--- src/rtl/vmpc_pkg.sv ---
`timescale 1ns / 1ps
// ----------------------------------------------------------------------------
// VU meter package
// Shared widths, register indexes, reset values and the configuration bundle.
// ----------------------------------------------------------------------------
package vmpc_pkg;

  localparam int LEVEL_WIDTH      = 15;
  localparam int COEFF_WIDTH      = 16;
  localparam int LENGTH_WIDTH     = 20;
  localparam int CFG_DATA_WIDTH   = 20;
  localparam int CFG_INDEX_WIDTH  = 3;
  localparam int QUEUE_DEPTH      = 2;

  localparam int DEF_SAMPLE_WIDTH     = 16;
  localparam int DEF_HOLD_COUNT_WIDTH = 20;

  localparam logic [COEFF_WIDTH-1:0]  PEAK_DECAY      = 16'd65470;
  localparam logic [LEVEL_WIDTH-1:0]  FULL_SCALE      = 15'h7FFF;

  localparam logic [COEFF_WIDTH-1:0]  RST_ATTACK      = 16'd6554;
  localparam logic [COEFF_WIDTH-1:0]  RST_RELEASE     = 16'd66;
  localparam logic [LENGTH_WIDTH-1:0] RST_PEAK_HOLD   = 20'd24000;
  localparam logic [LENGTH_WIDTH-1:0] RST_CLIP_HOLD   = 20'd48000;
  localparam logic [LEVEL_WIDTH-1:0]  RST_CLIP_THRESH = 15'd32440;

  typedef enum logic [CFG_INDEX_WIDTH-1:0] {
    CFG_ATTACK_COEFF     = 3'd0,
    CFG_RELEASE_COEFF    = 3'd1,
    CFG_PEAK_HOLD_LENGTH = 3'd2,
    CFG_CLIP_HOLD_LENGTH = 3'd3,
    CFG_CLIP_LEVEL       = 3'd4
  } cfg_index_t;

  typedef struct packed {
    logic [COEFF_WIDTH-1:0]  attack_coeff;
    logic [COEFF_WIDTH-1:0]  release_coeff;
    logic [LENGTH_WIDTH-1:0] peak_hold_length;
    logic [LENGTH_WIDTH-1:0] clip_hold_length;
    logic [LEVEL_WIDTH-1:0]  clip_level;
  } cfg_t;

  typedef struct packed {
    logic                   push;
    logic [LEVEL_WIDTH-1:0] data;
  } q_push_t;

  typedef struct packed {
    logic                   valid;
    logic [LEVEL_WIDTH-1:0] data;
  } q_head_t;

endpackage

--- src/rtl/vmpc_front.sv ---
`timescale 1ns / 1ps
// ----------------------------------------------------------------------------
// VU meter front end
// Accepts samples, rectifies and scales them to Q0.15, clamps to full scale
// and holds the result until the queue takes it.
// ----------------------------------------------------------------------------
module vmpc_front #(
  parameter int SAMPLE_WIDTH = vmpc_pkg::DEF_SAMPLE_WIDTH
) (
  input  logic                    clk,
  input  logic                    rst_n,
  input  logic                    in_valid,
  output logic                    in_stall,
  input  logic [SAMPLE_WIDTH-1:0] in_sample,
  input  logic                    q_full,
  output vmpc_pkg::q_push_t       q_push
);
  import vmpc_pkg::*;

  logic                    valid_r;
  logic                    valid_nxt;
  logic [LEVEL_WIDTH-1:0]  mag_r;
  logic [SAMPLE_WIDTH-1:0] abs_val;
  logic [15:0]             scaled;
  logic [LEVEL_WIDTH-1:0]  clamped;
  logic                    take;
  logic                    push;

  always_comb begin
    if (in_sample[SAMPLE_WIDTH-1]) begin
      abs_val = SAMPLE_WIDTH'(~in_sample) + SAMPLE_WIDTH'(1);
    end else begin
      abs_val = in_sample;
    end
  end

  generate
    if (SAMPLE_WIDTH >= 16) begin : g_shift_down
      assign scaled = abs_val[SAMPLE_WIDTH-1 -: 16];
    end else begin : g_shift_up
      assign scaled = {abs_val, {(16 - SAMPLE_WIDTH){1'b0}}};
    end
  endgenerate

  assign clamped  = scaled[15] ? FULL_SCALE : scaled[LEVEL_WIDTH-1:0];
  assign in_stall = valid_r && q_full;
  assign take     = in_valid && !in_stall;
  assign push     = valid_r && !q_full;

  always_comb begin
    if (take) begin
      valid_nxt = 1'b1;
    end else if (push) begin
      valid_nxt = 1'b0;
    end else begin
      valid_nxt = valid_r;
    end
  end

  always_ff @(posedge clk) begin
    if (!rst_n) begin
      valid_r <= 1'b0;
    end else begin
      valid_r <= valid_nxt;
    end
  end

  always_ff @(posedge clk) begin
    if (take) begin
      mag_r <= clamped;
    end
  end

  assign q_push.push = push;
  assign q_push.data = mag_r;

endmodule

--- src/rtl/vmpc_queue.sv ---
`timescale 1ns / 1ps
// ----------------------------------------------------------------------------
// VU meter queue
// Short first-in first-out buffer between the front end and the back end.
// ----------------------------------------------------------------------------
module vmpc_queue (
  input  logic              clk,
  input  logic              rst_n,
  input  vmpc_pkg::q_push_t q_push,
  output logic              q_full,
  input  logic              q_pop,
  output vmpc_pkg::q_head_t q_head
);
  import vmpc_pkg::*;

  localparam int PTR_WIDTH = (QUEUE_DEPTH > 1) ? $clog2(QUEUE_DEPTH) : 1;
  localparam int CNT_WIDTH = $clog2(QUEUE_DEPTH + 1);

  logic [LEVEL_WIDTH-1:0] entry_r [QUEUE_DEPTH];
  logic [PTR_WIDTH-1:0]   wr_ptr_r;
  logic [PTR_WIDTH-1:0]   wr_ptr_nxt;
  logic [PTR_WIDTH-1:0]   rd_ptr_r;
  logic [PTR_WIDTH-1:0]   rd_ptr_nxt;
  logic [CNT_WIDTH-1:0]   count_r;
  logic [CNT_WIDTH-1:0]   count_nxt;
  logic                   do_push;
  logic                   do_pop;

  assign q_full       = (count_r == CNT_WIDTH'(QUEUE_DEPTH));
  assign q_head.valid = (count_r != '0);
  assign q_head.data  = entry_r[rd_ptr_r];
  assign do_push      = q_push.push && !q_full;
  assign do_pop       = q_pop && q_head.valid;

  always_comb begin
    wr_ptr_nxt = wr_ptr_r;
    rd_ptr_nxt = rd_ptr_r;
    count_nxt  = count_r;
    if (do_push) begin
      wr_ptr_nxt = (wr_ptr_r == PTR_WIDTH'(QUEUE_DEPTH - 1)) ? '0 : wr_ptr_r + PTR_WIDTH'(1);
    end
    if (do_pop) begin
      rd_ptr_nxt = (rd_ptr_r == PTR_WIDTH'(QUEUE_DEPTH - 1)) ? '0 : rd_ptr_r + PTR_WIDTH'(1);
    end
    if (do_push && !do_pop) begin
      count_nxt = count_r + CNT_WIDTH'(1);
    end else if (do_pop && !do_push) begin
      count_nxt = count_r - CNT_WIDTH'(1);
    end
  end

  always_ff @(posedge clk) begin
    if (!rst_n) begin
      wr_ptr_r <= '0;
      rd_ptr_r <= '0;
      count_r  <= '0;
    end else begin
      wr_ptr_r <= wr_ptr_nxt;
      rd_ptr_r <= rd_ptr_nxt;
      count_r  <= count_nxt;
    end
  end

  always_ff @(posedge clk) begin
    if (do_push) begin
      entry_r[wr_ptr_r] <= q_push.data;
    end
  end

endmodule

--- src/rtl/vmpc_back.sv ---
`timescale 1ns / 1ps
// ----------------------------------------------------------------------------
// VU meter back end
// Updates the envelope, peak hold and clip indicator for each rectified
// sample and registers the result transaction.
// ----------------------------------------------------------------------------
module vmpc_back #(
  parameter int HOLD_COUNT_WIDTH = vmpc_pkg::DEF_HOLD_COUNT_WIDTH
) (
  input  logic                              clk,
  input  logic                              rst_n,
  input  vmpc_pkg::cfg_t                    cfg,
  input  vmpc_pkg::q_head_t                 q_head,
  output logic                              q_pop,
  output logic                              out_valid,
  input  logic                              out_stall,
  output logic [vmpc_pkg::LEVEL_WIDTH-1:0]  out_level,
  output logic [vmpc_pkg::LEVEL_WIDTH-1:0]  out_peak,
  output logic                              out_clipping
);
  import vmpc_pkg::*;

  localparam int PROD_WIDTH = LEVEL_WIDTH + COEFF_WIDTH;

  logic [LEVEL_WIDTH-1:0]      env_r;
  logic [LEVEL_WIDTH-1:0]      env_nxt;
  logic [LEVEL_WIDTH-1:0]      peak_r;
  logic [LEVEL_WIDTH-1:0]      peak_nxt;
  logic [HOLD_COUNT_WIDTH-1:0] peak_cnt_r;
  logic [HOLD_COUNT_WIDTH-1:0] peak_cnt_nxt;
  logic [HOLD_COUNT_WIDTH-1:0] clip_cnt_r;
  logic [HOLD_COUNT_WIDTH-1:0] clip_cnt_nxt;
  logic                        clip_r;
  logic                        clip_nxt;
  logic                        out_valid_r;
  logic                        out_valid_nxt;
  logic [LEVEL_WIDTH-1:0]      out_level_r;
  logic [LEVEL_WIDTH-1:0]      out_peak_r;
  logic                        out_clip_r;

  logic                        rising;
  logic [LEVEL_WIDTH-1:0]      diff;
  logic [COEFF_WIDTH-1:0]      coeff;
  logic [PROD_WIDTH-1:0]       step_prod;
  logic [PROD_WIDTH-1:0]       decay_prod;
  logic [LEVEL_WIDTH-1:0]      step;
  logic [HOLD_COUNT_WIDTH-1:0] peak_len;
  logic [HOLD_COUNT_WIDTH-1:0] clip_len;

  assign q_pop    = q_head.valid && (!out_valid_r || !out_stall);
  assign peak_len = HOLD_COUNT_WIDTH'(cfg.peak_hold_length);
  assign clip_len = HOLD_COUNT_WIDTH'(cfg.clip_hold_length);

  // One multiplier serves both directions of the envelope step.
  assign rising     = q_head.data > env_r;
  assign diff       = rising ? (q_head.data - env_r) : (env_r - q_head.data);
  assign coeff      = rising ? cfg.attack_coeff : cfg.release_coeff;
  assign step_prod  = PROD_WIDTH'(diff) * PROD_WIDTH'(coeff);
  assign step       = step_prod[PROD_WIDTH-1 -: LEVEL_WIDTH];
  assign decay_prod = PROD_WIDTH'(peak_r) * PROD_WIDTH'(PEAK_DECAY);

  always_comb begin
    env_nxt = rising ? (env_r + step) : (env_r - step);
  end

  always_comb begin
    peak_nxt     = peak_r;
    peak_cnt_nxt = peak_cnt_r;
    if (env_nxt > peak_r) begin
      peak_nxt     = env_nxt;
      peak_cnt_nxt = peak_len;
    end else if (peak_cnt_r != '0) begin
      peak_cnt_nxt = peak_cnt_r - HOLD_COUNT_WIDTH'(1);
    end else begin
      peak_nxt = decay_prod[PROD_WIDTH-1 -: LEVEL_WIDTH];
    end
  end

  always_comb begin
    clip_nxt     = clip_r;
    clip_cnt_nxt = clip_cnt_r;
    if (env_nxt >= cfg.clip_level) begin
      clip_nxt     = 1'b1;
      clip_cnt_nxt = clip_len;
    end else if (clip_cnt_r != '0) begin
      clip_cnt_nxt = clip_cnt_r - HOLD_COUNT_WIDTH'(1);
      if (clip_cnt_r == HOLD_COUNT_WIDTH'(1)) begin
        clip_nxt = 1'b0;
      end
    end
  end

  always_comb begin
    if (q_pop) begin
      out_valid_nxt = 1'b1;
    end else if (out_stall) begin
      out_valid_nxt = out_valid_r;
    end else begin
      out_valid_nxt = 1'b0;
    end
  end

  always_ff @(posedge clk) begin
    if (!rst_n) begin
      env_r       <= '0;
      peak_r      <= '0;
      peak_cnt_r  <= '0;
      clip_cnt_r  <= '0;
      clip_r      <= 1'b0;
      out_valid_r <= 1'b0;
    end else begin
      out_valid_r <= out_valid_nxt;
      if (q_pop) begin
        env_r      <= env_nxt;
        peak_r     <= peak_nxt;
        peak_cnt_r <= peak_cnt_nxt;
        clip_cnt_r <= clip_cnt_nxt;
        clip_r     <= clip_nxt;
      end
    end
  end

  always_ff @(posedge clk) begin
    if (q_pop) begin
      out_level_r <= env_nxt;
      out_peak_r  <= peak_nxt;
      out_clip_r  <= clip_nxt;
    end
  end

  assign out_valid    = out_valid_r;
  assign out_level    = out_level_r;
  assign out_peak     = out_peak_r;
  assign out_clipping = out_clip_r;

endmodule

--- src/rtl/vu_meter_envelope_peak_clip.sv ---
`timescale 1ns / 1ps
// ----------------------------------------------------------------------------
// VU meter with envelope follower, peak hold and clip indicator
// Holds the configuration registers and joins the front end, the queue and
// the back end.
//
//   Port group  Direction  Transaction
//   in_*        input      one signed audio sample
//   out_*       output     level, peak and clip flag after that sample
//   cfg_*       input      one register write, no handshake
//
// One sample is accepted per cycle when the output is not stalled.
// A result is presented after its sample passes the front register, the
// queue entry and then the result register.
// The envelope step multiplier in the back end is combinational, so the
// per-sample recurrence closes at each envelope register update.
// Reset clears the control state and loads the register defaults; the data registers are not reset.
// An output stall fills the two-entry queue and then stalls the input.
// ----------------------------------------------------------------------------
module vu_meter_envelope_peak_clip #(
  parameter int SAMPLE_WIDTH     = vmpc_pkg::DEF_SAMPLE_WIDTH,
  parameter int HOLD_COUNT_WIDTH = vmpc_pkg::DEF_HOLD_COUNT_WIDTH
) (
  input  logic                                 clk,
  input  logic                                 rst_n,
  input  logic                                 in_valid,
  output logic                                 in_stall,
  input  logic [SAMPLE_WIDTH-1:0]              in_sample,
  output logic                                 out_valid,
  input  logic                                 out_stall,
  output logic [vmpc_pkg::LEVEL_WIDTH-1:0]     out_level,
  output logic [vmpc_pkg::LEVEL_WIDTH-1:0]     out_peak,
  output logic                                 out_clipping,
  input  logic                                 cfg_we,
  input  logic [vmpc_pkg::CFG_INDEX_WIDTH-1:0] cfg_index,
  input  logic [vmpc_pkg::CFG_DATA_WIDTH-1:0]  cfg_wdata
);
  import vmpc_pkg::*;

  cfg_t    cfg_r;
  cfg_t    cfg_nxt;
  q_push_t q_push;
  q_head_t q_head;
  logic    q_full;
  logic    q_pop;

  always_comb begin
    cfg_nxt = cfg_r;
    if (cfg_we) begin
      case (cfg_index)
        CFG_ATTACK_COEFF: begin
          cfg_nxt.attack_coeff = cfg_wdata[COEFF_WIDTH-1:0];
        end
        CFG_RELEASE_COEFF: begin
          cfg_nxt.release_coeff = cfg_wdata[COEFF_WIDTH-1:0];
        end
        CFG_PEAK_HOLD_LENGTH: begin
          cfg_nxt.peak_hold_length = cfg_wdata[LENGTH_WIDTH-1:0];
        end
        CFG_CLIP_HOLD_LENGTH: begin
          cfg_nxt.clip_hold_length = cfg_wdata[LENGTH_WIDTH-1:0];
        end
        CFG_CLIP_LEVEL: begin
          cfg_nxt.clip_level = cfg_wdata[LEVEL_WIDTH-1:0];
        end
        default: begin
          cfg_nxt = cfg_r;
        end
      endcase
    end
  end

  always_ff @(posedge clk) begin
    if (!rst_n) begin
      cfg_r.attack_coeff     <= RST_ATTACK;
      cfg_r.release_coeff    <= RST_RELEASE;
      cfg_r.peak_hold_length <= RST_PEAK_HOLD;
      cfg_r.clip_hold_length <= RST_CLIP_HOLD;
      cfg_r.clip_level       <= RST_CLIP_THRESH;
    end else begin
      cfg_r <= cfg_nxt;
    end
  end

  vmpc_front #(
    .SAMPLE_WIDTH (SAMPLE_WIDTH)
  ) u_front (
    .clk       (clk),
    .rst_n     (rst_n),
    .in_valid  (in_valid),
    .in_stall  (in_stall),
    .in_sample (in_sample),
    .q_full    (q_full),
    .q_push    (q_push)
  );

  vmpc_queue u_queue (
    .clk    (clk),
    .rst_n  (rst_n),
    .q_push (q_push),
    .q_full (q_full),
    .q_pop  (q_pop),
    .q_head (q_head)
  );

  vmpc_back #(
    .HOLD_COUNT_WIDTH (HOLD_COUNT_WIDTH)
  ) u_back (
    .clk          (clk),
    .rst_n        (rst_n),
    .cfg          (cfg_r),
    .q_head       (q_head),
    .q_pop        (q_pop),
    .out_valid    (out_valid),
    .out_stall    (out_stall),
    .out_level    (out_level),
    .out_peak     (out_peak),
    .out_clipping (out_clipping)
  );

endmodule
--- config.mk ---
export PLATFORM = sky130hd
export DESIGN_NAME = vu_meter_envelope_peak_clip
export DESIGN_NICKNAME = d
export VERILOG_FILES = /design/src/rtl/vmpc_pkg.sv /design/src/rtl/vmpc_front.sv /design/src/rtl/vmpc_queue.sv /design/src/rtl/vmpc_back.sv /design/src/rtl/vu_meter_envelope_peak_clip.sv
export SDC_FILE = /design/constraint.sdc
export NUM_CORES = 1
export LEC_CHECK = 0
export ABC_AREA = 1
export BUFFER_PORTS_ARGS = -buffer_cell sky130_fd_sc_hd__buf_2
export CORE_MARGIN = 10
export CORE_UTILIZATION = 40
export DETAILED_ROUTE_END_ITERATION = 8
export REMOVE_ABC_BUFFERS = 1
export SLEW_MARGIN = 20
export SYNTH_ARGS = -nofsm -noshare
export SYNTH_HDL_FRONTEND = slang
export SYNTH_HIERARCHICAL = 1
export SYNTH_SLANG_ARGS = --single-unit
--- constraint.sdc ---
create_clock -name clk -period 30.4 [get_ports clk]
set_input_delay 1.52 -clock clk [delete_from_list [all_inputs] [get_ports clk]]
set_output_delay 1.52 -clock clk [all_outputs]
set_load 0.05 [all_outputs]
==> results of run 1 <==
## layout make-up
class | instances | area (sq um) | share of cell area, %
multi-input cells | 2386 | 18300 | 63.3
clock inverters | 21 | 199 | 0.690
repair buffers | 109 | 631 | 2.19
flip-flops and latches | 241 | 5590 | 19.4
well taps | 864 | 1080 | 3.75
inverters | 651 | 2440 | 8.47
clock buffers | 27 | 654 | 2.27
## synth_stat cells (3+ instances only)
library cell,n
buf_4,7
a21boi_0,3
nor3_1,27
or2_2,5
nor2_1,397
nand3_1,154
nor4_1,8
clkinv_1,9
inv_2,11
nor3_4,3
o221ai_1,9
a221oi_1,3
mux2_4,10
xor2_1,63
mux2_2,5
o21ai_0,148
o21bai_1,5
nand3b_1,9
dfxtp_1,165
nand2_1,604
o2111ai_1,4
nor2_4,5
xnor2_1,19
o211ai_1,9
edfxtp_1,76
buf_2,18
a21o_1,6
inv_1,631
buf_1,10
ha_1,266
nand2_4,6
a211oi_1,18
o21a_1,7
a31oi_1,41
a21oi_1,149
nand4_1,16
nor2_2,8
fa_1,294
nand2_2,22
clkbuf_1,42
o21ai_2,5
buf_6,4
nand3_2,12
o21ai_1,16
## kinds of logic (layout without fill, tap and decap cells)
group,count (synthesis),in the layout
mux,17,17
fa+ha+maj,560,560
flops,241,241
compound gates,435,435
xor+xnor,86,86
buf+inv,733,808
simple gates,1288,1288
## stage by stage
stage / hold WS [ns] / area [sq um]
final: 0.437 / 28800
after global routing: 0.452 / 28800
after CTS: 0.434 / 28800
after detailed placement: 0.434 / 28000
after global placement: 0.424 / 28000
after floorplan: 0.421 / 26200
## worst paths after layout
check,start,endpoint,slack [ns],cells after the start
setup / recovery,flip-flop,u_back/peak_cnt_r[16],14.86,63
hold / removal,u_front/mag_r[6],u_queue/entry_r[1][6],0.44,0
setup reg to reg,flip-flop,u_back/peak_cnt_r[16],14.86,63
hold reg to reg,u_front/mag_r[6],u_queue/entry_r[1][6],0.44,0
## registers in the layout (all words and copies together) (netlist names), 2 cells and up, named ones only
register	cells
cfg_r	87
u_back/clip_cnt_r	20
u_back/env_r	15
u_back/out_level	15
u_back/out_peak	15
u_back/peak_cnt_r	20
u_back/peak_r	15
u_front/mag_r	15
u_queue/count_r	2
u_queue/entry_r	30
## layer usage
metal,share of wire (%),wire (um)
met5,0,0
met4,2.6,1880
met3,4.8,3560
met2,46,34000
met1,47,34300
## cell usage in the layout (no fill, tap or decap), types with 16 or more instances in the layout
cell / count
clkbuf_16: 26
fa_1: 294
xor2_1: 61
inv_1: 630
nand2_1: 603
nor3_1: 27
dfxtp_1: 165
nor2_1: 395
o21ai_1: 16
a31oi_1: 41
ha_1: 266
a211oi_1: 18
nand4_1: 16
xnor2_1: 19
buf_2: 75
edfxtp_1: 76
a21oi_1: 147
nand2_2: 23
nand3_1: 154
buf_4: 34
o21ai_0: 148
==> impl_metrics.py, run 1 <==
metrics = {
    "floorplanning": {
        "pin_count": 77,
        "start_util_pct": 40.5,
        "floorplan.core_area_sq_um": 65900,
        "dieArea_sq_um": 77400,
        "num_rows": 94,
        "die_w_um": 278,
        "dieHeight_um": 278,
    },
    "logic_synthesis": {
        "synth-simple-area-share_pct": 20.7,
        "seq_area_frac_synth_pct": 21.0,
        "synthCells": 3360,
        "dominantRegCellSynth": "dfxtp_1",
        "ys_seq_elements": 241,
        "netlist.top_cell.by_area": "fa_1",
        "synth_top_family_by_area": "adder cells",
        "synth_top_area_share_pct": 22.1,
        "synthMuxAreaShare_pct": 0.850,
        "synthAdderAreaFrac_pct": 34.6,
        "avgSynthCellArea_sq_um": 7.93,
        "synthArstFlopShare_pct": 0,
        "synth_area_sq_um": 26700,
        "yosysWarnings": 6,
        "synth_xor_area_share_pct": 2.98,
        "synth_compound_area_share_pct": 9.28,
        "synth-edff-count": 76,
        "synth.area.top_cells": "fa_1 (22%), ha_1 (12%), dfxtp_1 (12%)",
        "yosys.cell_types.count": 68,
    },
    "clock_tree": {
        "cts_tree": "yes",
        "clockBufferDepth": 3,
        "cts_max_level": 1,
        "clk_latency_ns": 0.56,
        "post_cts_buffers": 0,
        "cts.clk_slew.worst_paths_ns": 0.07,
        "postCtsHoldBufs": 0,
        "cts_made_buffers": 26,
        "clkSinkCount": 241,
        "cts-root-buf": "clkbuf_16",
        "cts_resized": 0,
    },
    "grt": {
        "track_usage_pct": 18.8,
        "grt.met2_usage_pct": 30.9,
        "antenna_found_initial": 0,
        "grtUsageMet3_pct": 1.93,
        "grt_pass1_wl_um": 118000,
        "top_usage_layer": "met2",
        "grt_pass1_vias": 21457,
        "grt.overflow.total": 0,
        "grt_max_degree": 70,
        "met1_usage_pct": 26.0,
    },
    "placed_design": {
        "dp_hpwl_um": 59600,
        "place_congestion": 0.924,
        "place_ws_ns": 14.97,
        "port_buffers": 76,
        "dp_cells": 4251,
    },
    "timing": {
        "period_share_pct": 51.1,
        "fin_crit_ns": 15.54,
        "fin_ws_ns": 14.86,
        "finalSetupTns_ns": 0,
        "skew_ns": 0.0221,
        "timing_hold_violations_final": 0,
        "rsz0062_at_grt": "no",
        "fmaxAchievable_mhz": 64.3,
        "worst_pin_slew_ns": 0.980,
        "slew_headroom_pct": 34.6,
        "finalMaxSlewViolations": 0,
        "finalSetupViolCount": 0,
    },
    "worst_setup_path": {
        "required_ns": 30.88,
        "cp-start-kind": "flip-flop",
        "critPathMaxFanout": 54,
        "cp_num_buf_inv": 14,
        "end_kind": "flip-flop",
        "cp.arrival_ns": 16.03,
        "path_class": "reg -> reg",
        "path_delay_family": "adder cells",
        "max_stage_delay_ns": 0.84,
        "critPathSlowestCell": "dfxtp_1",
        "cp_common_cell": "inv_1",
    },
    "route": {
        "drt_iter0_markers": 1749,
        "first_pass_iters": 6,
        "post_drt_wl_per_cell_um": 17.1,
        "antenna_left": 0,
        "drc_errors": 0,
        "vias": 21767,
        "drt_wl_total_um": 73700,
        "vias_per_cell": 5.06,
    },
    "finish": {
        "fin_nets": 4019,
        "final_cells": 4299,
        "final_core_util_pct": 43.8,
        "drive_above_1_share_pct": 7.71,
        "n_fill_cell": 6699,
        "antenna-diode-count": 0,
        "area_growth_syn_to_layout_pct": 8.22,
    },
    "job": {
        "maxCapViolCount": 0,
    },
    "worst_hold_path": {
        "hold_path_class": "reg -> reg",
    },
    "run_status": {
        "status": "complete, no violations",
    },
}
Power of run 1 is not shown: default switching activity piles up to over one toggle a cycle in this logic, so the estimate is an artifact.
==> run 2, diff against run 1 <==
--- a/config.mk
+++ b/config.mk
@@ -5,7 +5,7 @@
 export SDC_FILE = /design/constraint.sdc
 export NUM_CORES = 1
 export LEC_CHECK = 0
-export ABC_AREA = 1
+export ABC_AREA = 0
 export BUFFER_PORTS_ARGS = -buffer_cell sky130_fd_sc_hd__buf_2
 export CORE_MARGIN = 10
 export CORE_UTILIZATION = 40
==> constraint.sdc (replaced) <==
create_clock -name clk -period 15.7 [get_ports clk]
set_input_delay 0.785 -clock clk [delete_from_list [all_inputs] [get_ports clk]]
set_output_delay 0.785 -clock clk [all_outputs]
set_load 0.05 [all_outputs]
==> run 2 against run 1 <==
Compared with the run above:
- core utilization grew 0.85 points
- sequential cell count is the same
- clock skew shrank 0.0023 ns
- critical endpoint is now u_back/peak_cnt_r[5]
- critical path type unchanged
==> impl_metrics.py, run 2 <==
metrics = {
    "run_status": {
        "status": "complete, no violations",
    },
    "timing": {
        "fmaxAchievable_mhz": 69.0,
        "finalMaxSlewViolations": 0,
        "finalSetupTns_ns": 0,
        "fin_crit_ns": 14.49,
        "slew_headroom_pct": 21.2,
        "period_share_pct": 92.3,
        "finalSetupViolCount": 0,
        "rsz0062_at_grt": "no",
        "worst_pin_slew_ns": 1.17,
        "timing_hold_violations_final": 0,
        "skew_ns": 0.0198,
        "hold_ws_ns": 0.445,
    },
    "logic_synthesis": {
        "synthArstFlopShare_pct": 0,
        "synthCells": 2768,
        "synth_top_family_by_area": "adder cells",
        "synth_area_sq_um": 25700,
        "yosysWarnings": 6,
        "synth_xor_area_share_pct": 3.19,
        "synthMuxAreaShare_pct": 6.59,
        "synth-edff-count": 76,
        "seq_area_frac_synth_pct": 21.7,
        "synthAdderAreaFrac_pct": 35.8,
        "yosysMostFrequentCell": "inv_1",
        "synth-simple-area-share_pct": 14.7,
        "netlist.top_cell.by_area": "fa_1",
        "synthTopCellsByCount": "inv_1 (402), nand2_1 (319), fa_1 (294)",
        "ys_seq_elements": 241,
        "dominantRegCellSynth": "dfxtp_1",
        "avgSynthCellArea_sq_um": 9.29,
        "synth.area.top_cells": "fa_1 (23%), ha_1 (13%), dfxtp_1 (13%)",
        "synth_top_area_share_pct": 22.9,
        "yosys.cell_types.count": 91,
        "synth_compound_area_share_pct": 10.5,
    },
    "route": {
        "vias_per_cell": 5.30,
        "drc_errors": 0,
        "drt_wl_total_um": 70900,
        "post_drt_wl_per_cell_um": 19.1,
        "antenna_left": 0,
        "vias": 19635,
        "first_pass_iters": 5,
        "drt_iter0_markers": 1479,
    },
    "clock_tree": {
        "post_cts_buffers": 0,
        "clkSinkCount": 241,
        "cts_max_level": 1,
        "clk_latency_ns": 0.54,
        "cts_tree": "yes",
        "cts.clk_slew.worst_paths_ns": 0.07,
        "clockBufferDepth": 3,
        "cts_made_buffers": 26,
        "postCtsHoldBufs": 0,
        "cts-root-buf": "clkbuf_16",
        "cts_resized": 0,
    },
    "floorplanning": {
        "num_rows": 92,
        "die_w_um": 274,
        "start_util_pct": 40.6,
        "dieHeight_um": 274,
        "dieArea_sq_um": 74800,
        "pin_count": 77,
        "floorplan.core_area_sq_um": 63300,
    },
    "placed_design": {
        "dp_hpwl_um": 56900,
        "dp_cells": 3656,
        "place_congestion": 0.922,
        "port_buffers": 76,
    },
    "grt": {
        "grt.overflow.total": 0,
        "antenna_found_initial": 2,
        "grt_pass1_wl_um": 113000,
        "grt_pass1_vias": 20325,
        "track_usage_pct": 19.0,
        "grt_max_degree": 82,
    },
    "worst_setup_path": {
        "critPathMaxFanout": 32,
        "max_stage_delay_ns": 0.55,
        "r2r_end": "u_back/peak_cnt_r[5]",
        "required_ns": 16.15,
        "end_kind": "flip-flop",
        "critPathSlowestCell": "dfxtp_2",
        "cp.arrival_ns": 14.94,
        "reg2reg_slack_ns": 1.21,
        "rr_worst_depth": 54,
        "path_class": "reg -> reg",
        "crit_path_end": "u_back/peak_cnt_r[5]",
        "cp-start-kind": "flip-flop",
    },
    "finish": {
        "reg_top3": "cfg_r (87), u_queue/entry_r (30)",
        "regMostFlops": "cfg_r",
        "multiInputGateArea_sq_um": 18300,
        "area_growth_syn_to_layout_pct": 9.90,
        "fin_nets": 3443,
        "n_fill_cell": 6175,
        "largest_reg_flops": 87,
        "layout_common_cells": "inv_1 (401), nand2_1 (319), fa_1 (294), ha_1 (266), nor2_1 (221)",
        "final_cells": 3705,
        "antenna-diode-count": 0,
        "mostFrequentLayoutCell": "inv_1",
        "drive_above_1_share_pct": 9.69,
        "area.sequential_sq_um": 5590,
    },
    "worst_hold_path": {
        "hold_path_class": "reg -> reg",
    },
    "job": {
        "maxCapViolCount": 0,
    },
}
[run 2: cells by family (layout without fill, tap and decap cells)]
| logic type | count (synthesis) | in the layout |
|---|---|---|
| xor+xnor | 91 | 91 |
| simple gates | 809 | 809 |
| mux | 164 | 164 |
| fa+ha+maj | 560 | 560 |
| flops | 241 | 241 |
| buf+inv | 496 | 587 |
| compound gates | 407 | 407 |
[run 2: routing by layer]
| metal | GRT usage [%] | share of wire, % | vias to the layer above |
|---|---|---|---|
| met4 | 4.87 | 2.6 | 0 |
| met2 | 31.1 | 46 | 476 |
| met5 | 0 | 0 | - |
| li1 | - | - | 9300 |
| met3 | 2.24 | 5.1 | 89 |
| met1 | 26.2 | 46 | 9770 |
[run 2: stage by stage]
step	setup slack [ns]	utilization, %	instance area, sq um
2_1_floorplan	-0.805	-	25300
3_3_place_gp	1.07	43.0	27200
3_5_place_dp	0.746	43.0	27200
4_1_cts	0.689	44.6	28200
5_1_grt	0.0822	44.6	28300
6_report	1.21	44.6	28300
[run 2: area by class of cell]
| cell class | instances | share of cell area (%) |
|---|---|---|
| clock inverters | 11 | 0.540 |
| multi-input cells | 2031 | 64.7 |
| repair buffers | 135 | 2.99 |
| inverters | 404 | 5.36 |
| well taps | 846 | 3.74 |
| clock buffers | 37 | 2.93 |
| flip-flops and latches | 241 | 19.8 |
[run 2: worst max-delay path, delay by kind of cell, from the launching register on]
| family | cells | cell delay [ns] |
|---|---|---|
| xor+xnor | 5 | 1.26 |
| simple gates | 10 | 1.94 |
| fa+ha+maj | 10 | 4.15 |
| mux | 2 | 0.81 |
| buf+inv | 7 | 0.90 |
| compound gates | 20 | 4.75 |
| flops | 1 | 0.55 |
[run 2: how the worst min path moves through the flow]
stage,cells after the start,endpoint,startpoint,slack [ns]
2_1_floorplan,0,u_queue/entry_r[0][0],u_front/mag_r[0],0.42
6_report,0,u_queue/entry_r[0][8],u_front/mag_r[8],0.44
4_1_cts,0,u_queue/entry_r[0][0],u_front/mag_r[0],0.45
3_3_place_gp,0,u_queue/entry_r[0][8],u_front/mag_r[8],0.42
3_5_place_dp,0,u_queue/entry_r[0][8],u_front/mag_r[8],0.43
5_1_grt,0,u_queue/entry_r[1][11],u_front/mag_r[11],0.46
Power of run 2 is left out for the same reason.
